<file path="src/rtl/core/assert_macros.svh">
// Assertion macros shared by the thermostat controller RTL.
// No dependencies; include by bare file name where assertions are written.
`ifndef ASSERT_MACROS_SVH
`define ASSERT_MACROS_SVH

// Check a property on every rising clock edge outside reset
`define HCTC_ASSERT(lbl, clk, rst, prop, msg) \
   lbl: assert property (@(posedge clk) disable iff (rst) prop) else $error(msg);

// Check a property on every rising clock edge, reset included
`define HCTC_ASSERT_ALWAYS(lbl, clk, prop, msg) \
   lbl: assert property (@(posedge clk) prop) else $error(msg);

`endif

</file>
<file path="src/rtl/core/hctc_pkg.sv">
// Types and fixed constants of the heat/cool thermostat controller.
// No dependencies; imported by hctc_step and the top level.
package hctc_pkg;

   // Item kinds
   localparam logic [2:0] KIND_CONTROL = 3'd0;
   localparam logic [2:0] KIND_MODE    = 3'd1;
   localparam logic [2:0] KIND_DOWN    = 3'd2;
   localparam logic [2:0] KIND_UP      = 3'd3;
   localparam logic [2:0] KIND_STOP    = 3'd4;
   localparam logic [2:0] KIND_HEATER  = 3'd5;

   // Operating modes
   localparam logic [1:0] MODE_OFF  = 2'd0;
   localparam logic [1:0] MODE_HEAT = 2'd1;
   localparam logic [1:0] MODE_COOL = 2'd2;
   localparam logic [1:0] MODE_AUTO = 2'd3;

   // Configuration register indexes
   localparam logic [1:0] CSR_SUMMER   = 2'd0;
   localparam logic [1:0] CSR_WINTER   = 2'd1;
   localparam logic [1:0] CSR_BOOST    = 2'd2;
   localparam logic [1:0] CSR_MIN_COOL = 2'd3;

   // Configuration reset values
   localparam logic [9:0] SUMMER_RESET   = 10'd600;
   localparam logic [9:0] WINTER_RESET   = 10'd400;
   localparam logic [9:0] BOOST_RESET    = 10'd520;
   localparam logic [6:0] MIN_COOL_RESET = 7'd25;

   // Fixed levels
   localparam logic [4:0] HEAT_MIN        = 5'd10;
   localparam logic [9:0] COOL_MANUAL_MAX = 10'd20;
   localparam logic [6:0] DUTY_MAX        = 7'd100;
   // 205 / 1024 approximates one fifth exactly for any 10-bit operand
   localparam logic [7:0] RECIP_FIVE      = 8'd205;

   typedef struct packed {
      logic [2:0] kind;
      logic [9:0] room_temp;
      logic [9:0] set_point;
      logic [9:0] outside_temp;
   } item_type;

   typedef struct packed {
      logic [9:0] summer_threshold;
      logic [9:0] winter_threshold;
      logic [9:0] boost_setpoint;
      logic [6:0] min_cool_level;
   } cfg_type;

   typedef struct packed {
      logic [1:0] mode;
      logic [4:0] heat;
      logic [9:0] cool;
      logic [2:0] band;
      logic [6:0] percent;
      logic [6:0] duty;
      logic       pin;
      logic [4:0] count;
   } state_type;

endpackage

</file>
<file path="src/rtl/core/hctc_step.sv">
// Next-state logic of the thermostat controller for one item.
// Depends on hctc_pkg; purely combinational, instantiated by the top level.
module hctc_step
   import hctc_pkg::*;
#(
   parameter int HEAT_PERIOD = 20,
   parameter int MAX_BAND    = 4
) (
   input  item_type  item,
   input  cfg_type   cfg,
   input  state_type cur,
   output state_type nxt
);

   localparam logic [4:0] HeatPeriodW = 5'(HEAT_PERIOD);
   localparam logic [7:0] HeatPeriodB = 8'(HEAT_PERIOD);
   localparam logic [2:0] MaxBandW    = 3'(MAX_BAND);

   logic [10:0] room_ext;
   logic [10:0] set_ext;
   logic [10:0] band_ext;
   logic        room_above;
   logic        set_above;
   logic        room_low;
   logic        room_high;
   logic [9:0]  diff_rs;
   logic [9:0]  diff_sr;
   logic [17:0] prod_five;
   logic [7:0]  quot_five;
   logic [7:0]  quot_sel;
   logic [4:0]  heat_clamped;
   logic [9:0]  min_cool_ext;
   logic [9:0]  cool_drv;
   logic [6:0]  duty_drv;
   logic [7:0]  heat_x5;
   logic [12:0] cool_x5;
   logic [6:0]  pct_heat;
   logic [6:0]  pct_cool;
   logic        auto_cold;

   // Compare room and set point, with the hysteresis band in tenths
   assign room_ext   = {1'b0, item.room_temp};
   assign set_ext    = {1'b0, item.set_point};
   assign band_ext   = 11'(cur.band) * 11'd10;
   assign room_above = item.room_temp > item.set_point;
   assign set_above  = item.set_point > item.room_temp;
   assign room_low   = (room_ext + band_ext) < set_ext;
   assign room_high  = room_ext > (set_ext + band_ext);
   assign diff_rs    = item.room_temp - item.set_point;
   assign diff_sr    = item.set_point - item.room_temp;
   assign auto_cold  = item.outside_temp < cfg.winter_threshold;

   // Divide the shortfall by five or ten through the reciprocal
   assign prod_five = 18'(diff_sr) * 18'(RECIP_FIVE);
   assign quot_five = prod_five[17:10];
   assign quot_sel  = auto_cold ? quot_five : {1'b0, quot_five[7:1]};

   // Clamp the heat level, then apply boost
   always_comb begin
      if (quot_sel > HeatPeriodB) begin
         heat_clamped = HeatPeriodW;
      end else begin
         heat_clamped = quot_sel[4:0];
      end
      if (heat_clamped < HEAT_MIN) begin
         heat_clamped = HEAT_MIN;
      end
      if (item.set_point > cfg.boost_setpoint) begin
         heat_clamped = HeatPeriodW;
      end
   end

   // Cooler level with its floor, and the saturated duty
   assign min_cool_ext = {3'b000, cfg.min_cool_level};
   assign cool_drv     = (diff_rs < min_cool_ext) ? min_cool_ext : diff_rs;
   assign duty_drv     = (cool_drv > 10'(DUTY_MAX)) ? DUTY_MAX : cool_drv[6:0];

   // Displayed percent for the manual modes
   assign heat_x5  = 8'(cur.heat) * 8'd5;
   assign cool_x5  = 13'(cur.cool) * 13'd5;
   assign pct_heat = (heat_x5 > 8'(DUTY_MAX)) ? DUTY_MAX : heat_x5[6:0];
   assign pct_cool = (cool_x5 > 13'(DUTY_MAX)) ? DUTY_MAX : cool_x5[6:0];

   // Apply the item to the state
   always_comb begin
      nxt = cur;
      case (item.kind)
         KIND_CONTROL: begin
            case (cur.mode)
               MODE_OFF: begin
                  nxt.heat    = '0;
                  nxt.cool    = '0;
                  nxt.percent = '0;
                  nxt.duty    = '0;
               end
               MODE_HEAT: begin
                  nxt.percent = pct_heat;
               end
               MODE_COOL: begin
                  nxt.pin     = 1'b0;
                  nxt.percent = pct_cool;
                  nxt.duty    = pct_cool;
               end
               default: begin
                  if (item.outside_temp > cfg.summer_threshold) begin
                     // Summer policy: cool when warm, fall back to minimum heat when cold
                     if (room_above) begin
                        nxt.heat = '0;
                        nxt.pin  = 1'b0;
                        nxt.cool = cool_drv;
                        nxt.duty = duty_drv;
                     end
                     if (room_low) begin
                        nxt.cool = '0;
                        nxt.heat = HEAT_MIN;
                        nxt.duty = '0;
                     end
                  end else if (auto_cold) begin
                     // Winter policy: heat on shortfall, shut down when far above
                     if (set_above) begin
                        nxt.heat = heat_clamped;
                        nxt.cool = '0;
                        nxt.duty = '0;
                     end
                     if (room_high) begin
                        nxt.heat    = '0;
                        nxt.cool    = '0;
                        nxt.percent = '0;
                        nxt.duty    = '0;
                        nxt.pin     = 1'b0;
                     end
                  end else begin
                     // Neutral season: heat or cool on the sign of the error
                     if (set_above) begin
                        nxt.heat = heat_clamped;
                        nxt.cool = '0;
                        nxt.duty = '0;
                     end else begin
                        nxt.heat = '0;
                        nxt.cool = cool_drv;
                        nxt.duty = duty_drv;
                     end
                  end
               end
            endcase
         end
         KIND_MODE: begin
            case (cur.mode)
               MODE_OFF:  nxt.mode = MODE_HEAT;
               MODE_HEAT: nxt.mode = MODE_COOL;
               MODE_COOL: begin
                  nxt.mode = MODE_AUTO;
                  nxt.pin  = 1'b0;
                  nxt.duty = '0;
               end
               default: begin
                  nxt.mode = MODE_HEAT;
                  nxt.duty = '0;
               end
            endcase
            nxt.heat    = '0;
            nxt.cool    = '0;
            nxt.percent = '0;
         end
         KIND_DOWN: begin
            case (cur.mode)
               MODE_HEAT: if (cur.heat != '0) nxt.heat = cur.heat - 5'd1;
               MODE_COOL: if (cur.cool != '0) nxt.cool = cur.cool - 10'd1;
               MODE_AUTO: if (cur.band != '0) nxt.band = cur.band - 3'd1;
               default: ;
            endcase
         end
         KIND_UP: begin
            case (cur.mode)
               MODE_HEAT: if (cur.heat < HeatPeriodW) nxt.heat = cur.heat + 5'd1;
               MODE_COOL: if (cur.cool < COOL_MANUAL_MAX) nxt.cool = cur.cool + 10'd1;
               MODE_AUTO: if (cur.band < MaxBandW) nxt.band = cur.band + 3'd1;
               default: ;
            endcase
         end
         KIND_STOP: begin
            nxt.mode    = MODE_OFF;
            nxt.pin     = 1'b0;
            nxt.heat    = '0;
            nxt.cool    = '0;
            nxt.percent = '0;
            nxt.duty    = '0;
         end
         KIND_HEATER: begin
            // Step the heater on/off pattern in heat or auto mode, wrap at the end of the period
            if (cur.count < HeatPeriodW) begin
               if (cur.mode inside {MODE_HEAT, MODE_AUTO}) begin
                  nxt.pin   = cur.count < cur.heat;
                  nxt.count = cur.count + 5'd1;
               end
            end else begin
               nxt.count = '0;
            end
         end
         default: ;
      endcase
   end

endmodule

</file>
<file path="src/rtl/core/heat_cool_thermostat_controller_top.sv">
// Top level of the heat/cool thermostat controller: channels, state and registers.
// Depends on hctc_pkg, hctc_step and assert_macros.svh.
//
// Use: each item on the req_ channel is one event (control tick with room,
// set-point and outside temperature, mode button, down, up, stop or heater
// tick). Every item yields exactly one result on the rsp_ channel, showing
// mode, heat and cool levels, cooler duty, heater pin, band and percent after
// that event. An item passes through an input register and then one stage of
// compare, add and constant-multiply logic into the state register, which is
// also the result register: rsp_valid rises when the state register takes the
// item from the input register, unless a held result stalls it there, and one
// item is taken every cycle while the receiver keeps up.
// When rsp_stall is high the result holds; the input register still takes
// one more item, then req_stall rises until the result is taken.
// Reset (synchronous, active high) clears the state and both valids and loads
// the configuration defaults. Write csr_ registers only while no item is in
// flight; a write takes effect at the edge where csr_write_en is high.
module heat_cool_thermostat_controller_top
   import hctc_pkg::*;
#(
   parameter int HEAT_PERIOD = 20,
   parameter int MAX_BAND    = 4
) (
   input  logic       clock,
   input  logic       reset,
   input  logic       req_valid,
   output logic       req_stall,
   input  logic [2:0] req_kind,
   input  logic [9:0] req_room_temp,
   input  logic [9:0] req_set_point,
   input  logic [9:0] req_outside_temp,
   output logic       rsp_valid,
   input  logic       rsp_stall,
   output logic [1:0] rsp_mode_now,
   output logic [4:0] rsp_heat_now,
   output logic [9:0] rsp_cool_now,
   output logic [6:0] rsp_cooler_duty,
   output logic       rsp_heater_on,
   output logic [2:0] rsp_band_now,
   output logic [6:0] rsp_shown_percent,
   input  logic       csr_write_en,
   input  logic [1:0] csr_index,
   input  logic [9:0] csr_data
);

`include "assert_macros.svh"

   item_type  item_ff;
   logic      in_valid_ff;
   logic      in_valid_in;
   logic      out_valid_ff;
   logic      out_valid_in;
   state_type state_ff;
   state_type state_in;
   cfg_type   cfg_ff;
   cfg_type   cfg_in;
   logic      advance;
   logic      fire;
   logic      req_take;
   logic      off_clean;
   logic      in_limits;

   // Handshake: the stage moves when the result slot is free or being taken
   assign advance      = !out_valid_ff || !rsp_stall;
   assign fire         = in_valid_ff && advance;
   assign req_stall    = in_valid_ff && !advance;
   assign req_take     = req_valid && !req_stall;
   assign in_valid_in  = req_take || (in_valid_ff && !advance);
   assign out_valid_in = fire || (out_valid_ff && rsp_stall);

   always_ff @(posedge clock) begin
      if (reset) begin
         in_valid_ff  <= 1'b0;
         out_valid_ff <= 1'b0;
      end else begin
         in_valid_ff  <= in_valid_in;
         out_valid_ff <= out_valid_in;
      end
   end

   // Capture the item while the input register is free to move
   always_ff @(posedge clock) begin
      if (!req_stall) begin
         item_ff.kind         <= req_kind;
         item_ff.room_temp    <= req_room_temp;
         item_ff.set_point    <= req_set_point;
         item_ff.outside_temp <= req_outside_temp;
      end
   end

   // Configuration writes
   always_comb begin
      cfg_in = cfg_ff;
      if (csr_write_en) begin
         case (csr_index)
            CSR_SUMMER:   cfg_in.summer_threshold = csr_data;
            CSR_WINTER:   cfg_in.winter_threshold = csr_data;
            CSR_BOOST:    cfg_in.boost_setpoint   = csr_data;
            CSR_MIN_COOL: cfg_in.min_cool_level   = csr_data[6:0];
            default: ;
         endcase
      end
   end

   always_ff @(posedge clock) begin
      if (reset) begin
         cfg_ff.summer_threshold <= SUMMER_RESET;
         cfg_ff.winter_threshold <= WINTER_RESET;
         cfg_ff.boost_setpoint   <= BOOST_RESET;
         cfg_ff.min_cool_level   <= MIN_COOL_RESET;
      end else begin
         cfg_ff <= cfg_in;
      end
   end

   hctc_step #(
      .HEAT_PERIOD (HEAT_PERIOD),
      .MAX_BAND    (MAX_BAND)
   ) u_step (
      .item (item_ff),
      .cfg  (cfg_ff),
      .cur  (state_ff),
      .nxt  (state_in)
   );

   // Advance the state; it doubles as the result register
   always_ff @(posedge clock) begin
      if (reset) begin
         state_ff <= '0;
      end else if (fire) begin
         state_ff <= state_in;
      end
   end

   assign rsp_valid         = out_valid_ff;
   assign rsp_mode_now      = state_ff.mode;
   assign rsp_heat_now      = state_ff.heat;
   assign rsp_cool_now      = state_ff.cool;
   assign rsp_cooler_duty   = state_ff.duty;
   assign rsp_heater_on     = state_ff.pin;
   assign rsp_band_now      = state_ff.band;
   assign rsp_shown_percent = state_ff.percent;

   // Conditions watched by the checks below
   assign off_clean = (state_ff.mode != MODE_OFF) ||
                      ((state_ff.heat == '0) && (state_ff.cool == '0) && (state_ff.duty == '0));
   assign in_limits = (state_ff.duty <= DUTY_MAX) && (32'(state_ff.band) <= MAX_BAND);

   // State moves only when an item goes through the stage
   `HCTC_ASSERT(a_state_hold, clock, reset, !fire |=> $stable(state_ff), "state changed without an item")
   // Off mode carries no heat, cool or duty
   `HCTC_ASSERT(a_off_clear, clock, reset, off_clean, "off mode with live levels")
   // Duty and band stay within their limits
   `HCTC_ASSERT(a_limits, clock, reset, in_limits, "duty or band out of range")
   // A stage that cannot move must hold off the sender
   `HCTC_ASSERT(a_no_overrun, clock, reset, (in_valid_ff && out_valid_ff && rsp_stall) |=> in_valid_ff, "item dropped while stalled")

endmodule
</file>
<file path="config.mk">
export PLATFORM = sky130hd
export DESIGN_NAME = heat_cool_thermostat_controller_top
export DESIGN_NICKNAME = d
export VERILOG_FILES = /design/src/rtl/core/hctc_pkg.sv /design/src/rtl/core/hctc_step.sv /design/src/rtl/core/heat_cool_thermostat_controller_top.sv
export VERILOG_INCLUDE_DIRS = /design/src /design/src/rtl/core
export SDC_FILE = /design/constraint.sdc
export NUM_CORES = 1
export LEC_CHECK = 0
export ABC_AREA = 1
export BUFFER_PORTS_ARGS = -buffer_cell sky130_fd_sc_hd__buf_2
export CAP_MARGIN = 30
export CORE_UTILIZATION = 60
export DETAILED_ROUTE_END_ITERATION = 10
export PLACE_DENSITY = 0.8
export SLEW_MARGIN = 20
export SYNTH_ARGS = -nofsm -noshare
export SYNTH_HDL_FRONTEND = slang
export SYNTH_SLANG_ARGS = --single-unit
</file>
<file path="constraint.sdc">
create_clock -name clock -period 12.55 [get_ports clock]
set_clock_uncertainty 0.1 [all_clocks]
set_input_delay 0 -clock clock [delete_from_list [all_inputs] [get_ports clock]]
set_output_delay 0 -clock clock [all_outputs]
set_load 0.005 [all_outputs]
</file>
==> results.md <==
* Largest family of logic cells by synthesized area: adder cells
* GPL Wtd Cong at about 0.94
* Clock sink total at between 100 and 150
* Most used DFF post-synth: dfxtp_1
* Setup TNS at 0 ns
* Vias in the first global route at a little under 10000
* Maximum VDD drop at between 150 and 200 uV
* Initial core utilization at ~62%
* Die Span X at 137 um
* EDFF count, synth at 33
* Count of final max-slew check failures at 0
* Drt drc at 0
* Via count at about 10000
* Netlist cell types at 53
* First-pass GRT wire length at ~47 mm
* Clk slew on worst S/H paths at 0.10 ns
* CP max stage delay at about 0.54 ns
* Mapped Area at roughly 0.011 mm^2
* Synth warnings at 0
* CTS H-tree depth at 3
* Synth Area in Compound Gates at around 15%
* Final period util at a little over half
* Delay-heaviest family, CP: adder cells
* PortBufs at 86
* CP bufs+invs at 4
* Met3 routed WL at about 1.6 mm
* Worst hold slack at between 0.2 and 0.25 ns
* Static Leak at roughly 0.0063 uW
* Gr ovfl total at 0
* Power per cell area at roughly 200 mW/mm^2
* Root Driver: clkbuf_16
* DR top layer: met4
* I/O pin count at 87
* Core ar. at about 0.017 mm^2
* CTS Buf Count at 9
* Crit start category: flop
* Filler cells at between 1000 and 1500
* Die height at 137 um
* Nets at between 1500 and 2000
* Fin cells at around 1800
* Post-route minimum period at around 6.6 ns
* Maximum clock frequency at ~150 MHz
* All-Layer GR Usage at 32.3%
* Routed len/inst at around 16 um
* Worst setup EP type: flop
* Syn Area/Cell at 7.34 um^2
* Yosys top cell area share at a little under 20%
* Sequential-to-total area share from yosys stat at about a quarter
* Final hold violation count at 0
* Worst endpoint required time at 12.75 ns
* Final wirelength at 29.3 mm
* #FFs+latches synth at approximately 110
* Fraction of registers with async set/reset at 0%
* Slew @ Worst Pin at ~0.8 ns
* Inserted Diodes at 0
* Initial antenna violation count at 0
* Area leader, netlist: ha_1
* Most used cell, CP: nand2_1
* RSZ-0062 raised after global routing: no
* TritonRoute pass-1 iters at 6
* Post-synthesis mux area share at 0%
* Crit-path slowest cell: ha_1
* Syn nets at 1724
* DP HPWL at between 20 and 25 mm
* Die Footprint at about 0.019 mm^2
* Setup Buffers After CTS at 0
* Leading post-synthesis cells by cell area: ha_1 20%, dfxtp_1 15%, nand2_1 9.8%
* Setup violators final at 0
* Vias per inst at ~5.6
* Crit Path Class: reg2reg
* Antenna-violating nets left at 0
* Status: completed
* M1 WL at about 12 mm
* Met2 wire length at ~14 mm
* Area delta synth->final at 11.8%
* DP Cell Count at around 1700
* Hold Path Class: in2reg
* Area share of fa/ha/maj cells after synthesis at roughly a quarter
* Rel. slew slack at between 40% and 50%
* Post-Synth XOR/XNOR Area at under 10%
* Crit path max fanout at 8
* Largest net degree at the start of global routing at 52
* Layout cells sized above 1 at 9.58%
* Clock Path Buffers at 2
* Max Cap Viol at 0
* CP arrival at about 6.8 ns
* CTS tree: done
* Cells after Synth at 1478
* Synth Area in Simple Gates at around a fifth
* Row Count at between 40 and 50
* First DRT Iteration DRCs at ~700
* Latest clock arrival within the worst-skew pair at about 0.38 ns
-- flip-flops by register name (all words and copies together) (netlist names), 2 cells and up --
signal,cells
state_ff,5
rsp_shown_percent,7
rsp_heat_now,5
rsp_cooler_duty,7
rsp_cool_now,10
rsp_mode_now,2
rsp_band_now,3
cfg_ff,37
item_ff,33
-- path summary, 6_finish.rpt --
| check | cells past startpoint | to | startpoint | slack, ns |
|---|---|---|---|---|
| worst max-delay path | 33 | rsp_heat_now[1] | item_ff[12] | 6.00 |
| worst min-delay path | 2 | item_ff[16] | req_set_point[6] | 0.22 |
| worst max register to register | 33 | rsp_heat_now[1] | item_ff[12] | 6.00 |
| worst min register to register | 2 | cfg_ff[19] | cfg_ff[19] | 0.36 |
-- placed cells by master (no fill, tap or decap), types with 39 or more instances in the layout --
cell type      count
dlygate4sd3_1     60
o21ai_0           83
a21oi_1          125
buf_2             86
ha_1             171
nand2_1          282
xor2_1            39
nand3_1           67
inv_1            246
nor2_1           107
dfxtp_1           79
-- area by class of cell --
type | instances | area, um^2 | area share (%)
multi-input combinational | 1058 | 6970 | 57.4
sequential | 112 | 2570 | 21.2
timing repair buffer | 150 | 1060 | 8.74
inverter | 250 | 938 | 7.73
tap | 225 | 282 | 2.32
clock buffer | 9 | 225 | 1.86
clock inverter | 7 | 91.3 | 0.753
-- metrics by stage --
stage	total power (uW)	instance area [um^2]	utilization, %	worst slack [ns]
after CTS	2350	12100	69.4	6.05
after global placement	1990	11200	64.2	6.29
after detailed placement	2020	11200	64.2	6.11
after global routing	2610	12100	69.4	5.30
after floorplan	1660	10900	-	6.86
final	2360	12100	69.4	6.00
-- worst reg2reg max path: cells and delay by family, from the launching register on --
family / cells / cell delay (ns)
adder cells (fa/ha/maj): 6 / 2.79
AO/OA/AOI/OAI: 7 / 1.34
AND/OR/NAND/NOR: 15 / 1.13
flip-flops: 1 / 0.50
XOR/XNOR: 1 / 0.32
buffers and inverters: 4 / 0.30
-- power by group --
group          switching [uW]  total [uW]  leakage, uW  internal (uW)
sequential               17.7         406     0.000992            389
clock                     164         311     0.000154            146
combinational            1060        1650      0.00515            589
total                    1240        2360      0.00630           1120
-- Yosys cell counts, types with 2 or more instances --
cell type and count:
a211oi_1 5, a21o_1 6, a21oi_1 125, a21oi_2 7
a21oi_4 2, a221oi_1 2, a31oi_1 4, buf_2 6
buf_4 35, buf_6 3, clkbuf_1 13, dfxtp_1 79
edfxtp_1 33, fa_1 25, ha_1 171, inv_1 246
inv_2 4, nand2_1 282, nand2_2 12, nand3_1 67
nand3_2 3, nand3b_1 8, nand4_1 17, nor2_1 107
nor2_2 5, nor2_4 2, nor3_1 18, nor4_1 5
o211ai_1 12, o21a_1 6, o21ai_0 83, o21ai_1 5
o21ai_2 5, o21bai_1 9, o221ai_1 2, o22ai_1 2
or2_2 4, xnor2_1 5, xor2_1 39
-- cell families (layout without fill, tap and decap cells) --
kind of cell | count (synthesis) | after routing
XOR/XNOR | 44 | 44
AND/OR/NAND/NOR | 536 | 536
adder cells (fa/ha/maj) | 196 | 196
buffers and inverters | 308 | 416
AO/OA/AOI/OAI | 282 | 282
flip-flops | 112 | 112
-- per-layer routing --
metal,global-route usage [%],up-vias
li1,-,5037
met1,39.3,4627
met2,57.4,387
met3,4.19,76
met4,12.9,0
met5,0,-
-- timing repair --
| item | 4_1_cts | 5_1_grt |
|---|---|---|
| endpoints found under the hold margin | 74 | 0 |
| hold buffers | 60 | 0 |
| gates resized for setup | 0 | 0 |
No activity file was read; power rests on OpenSTA's default activity.
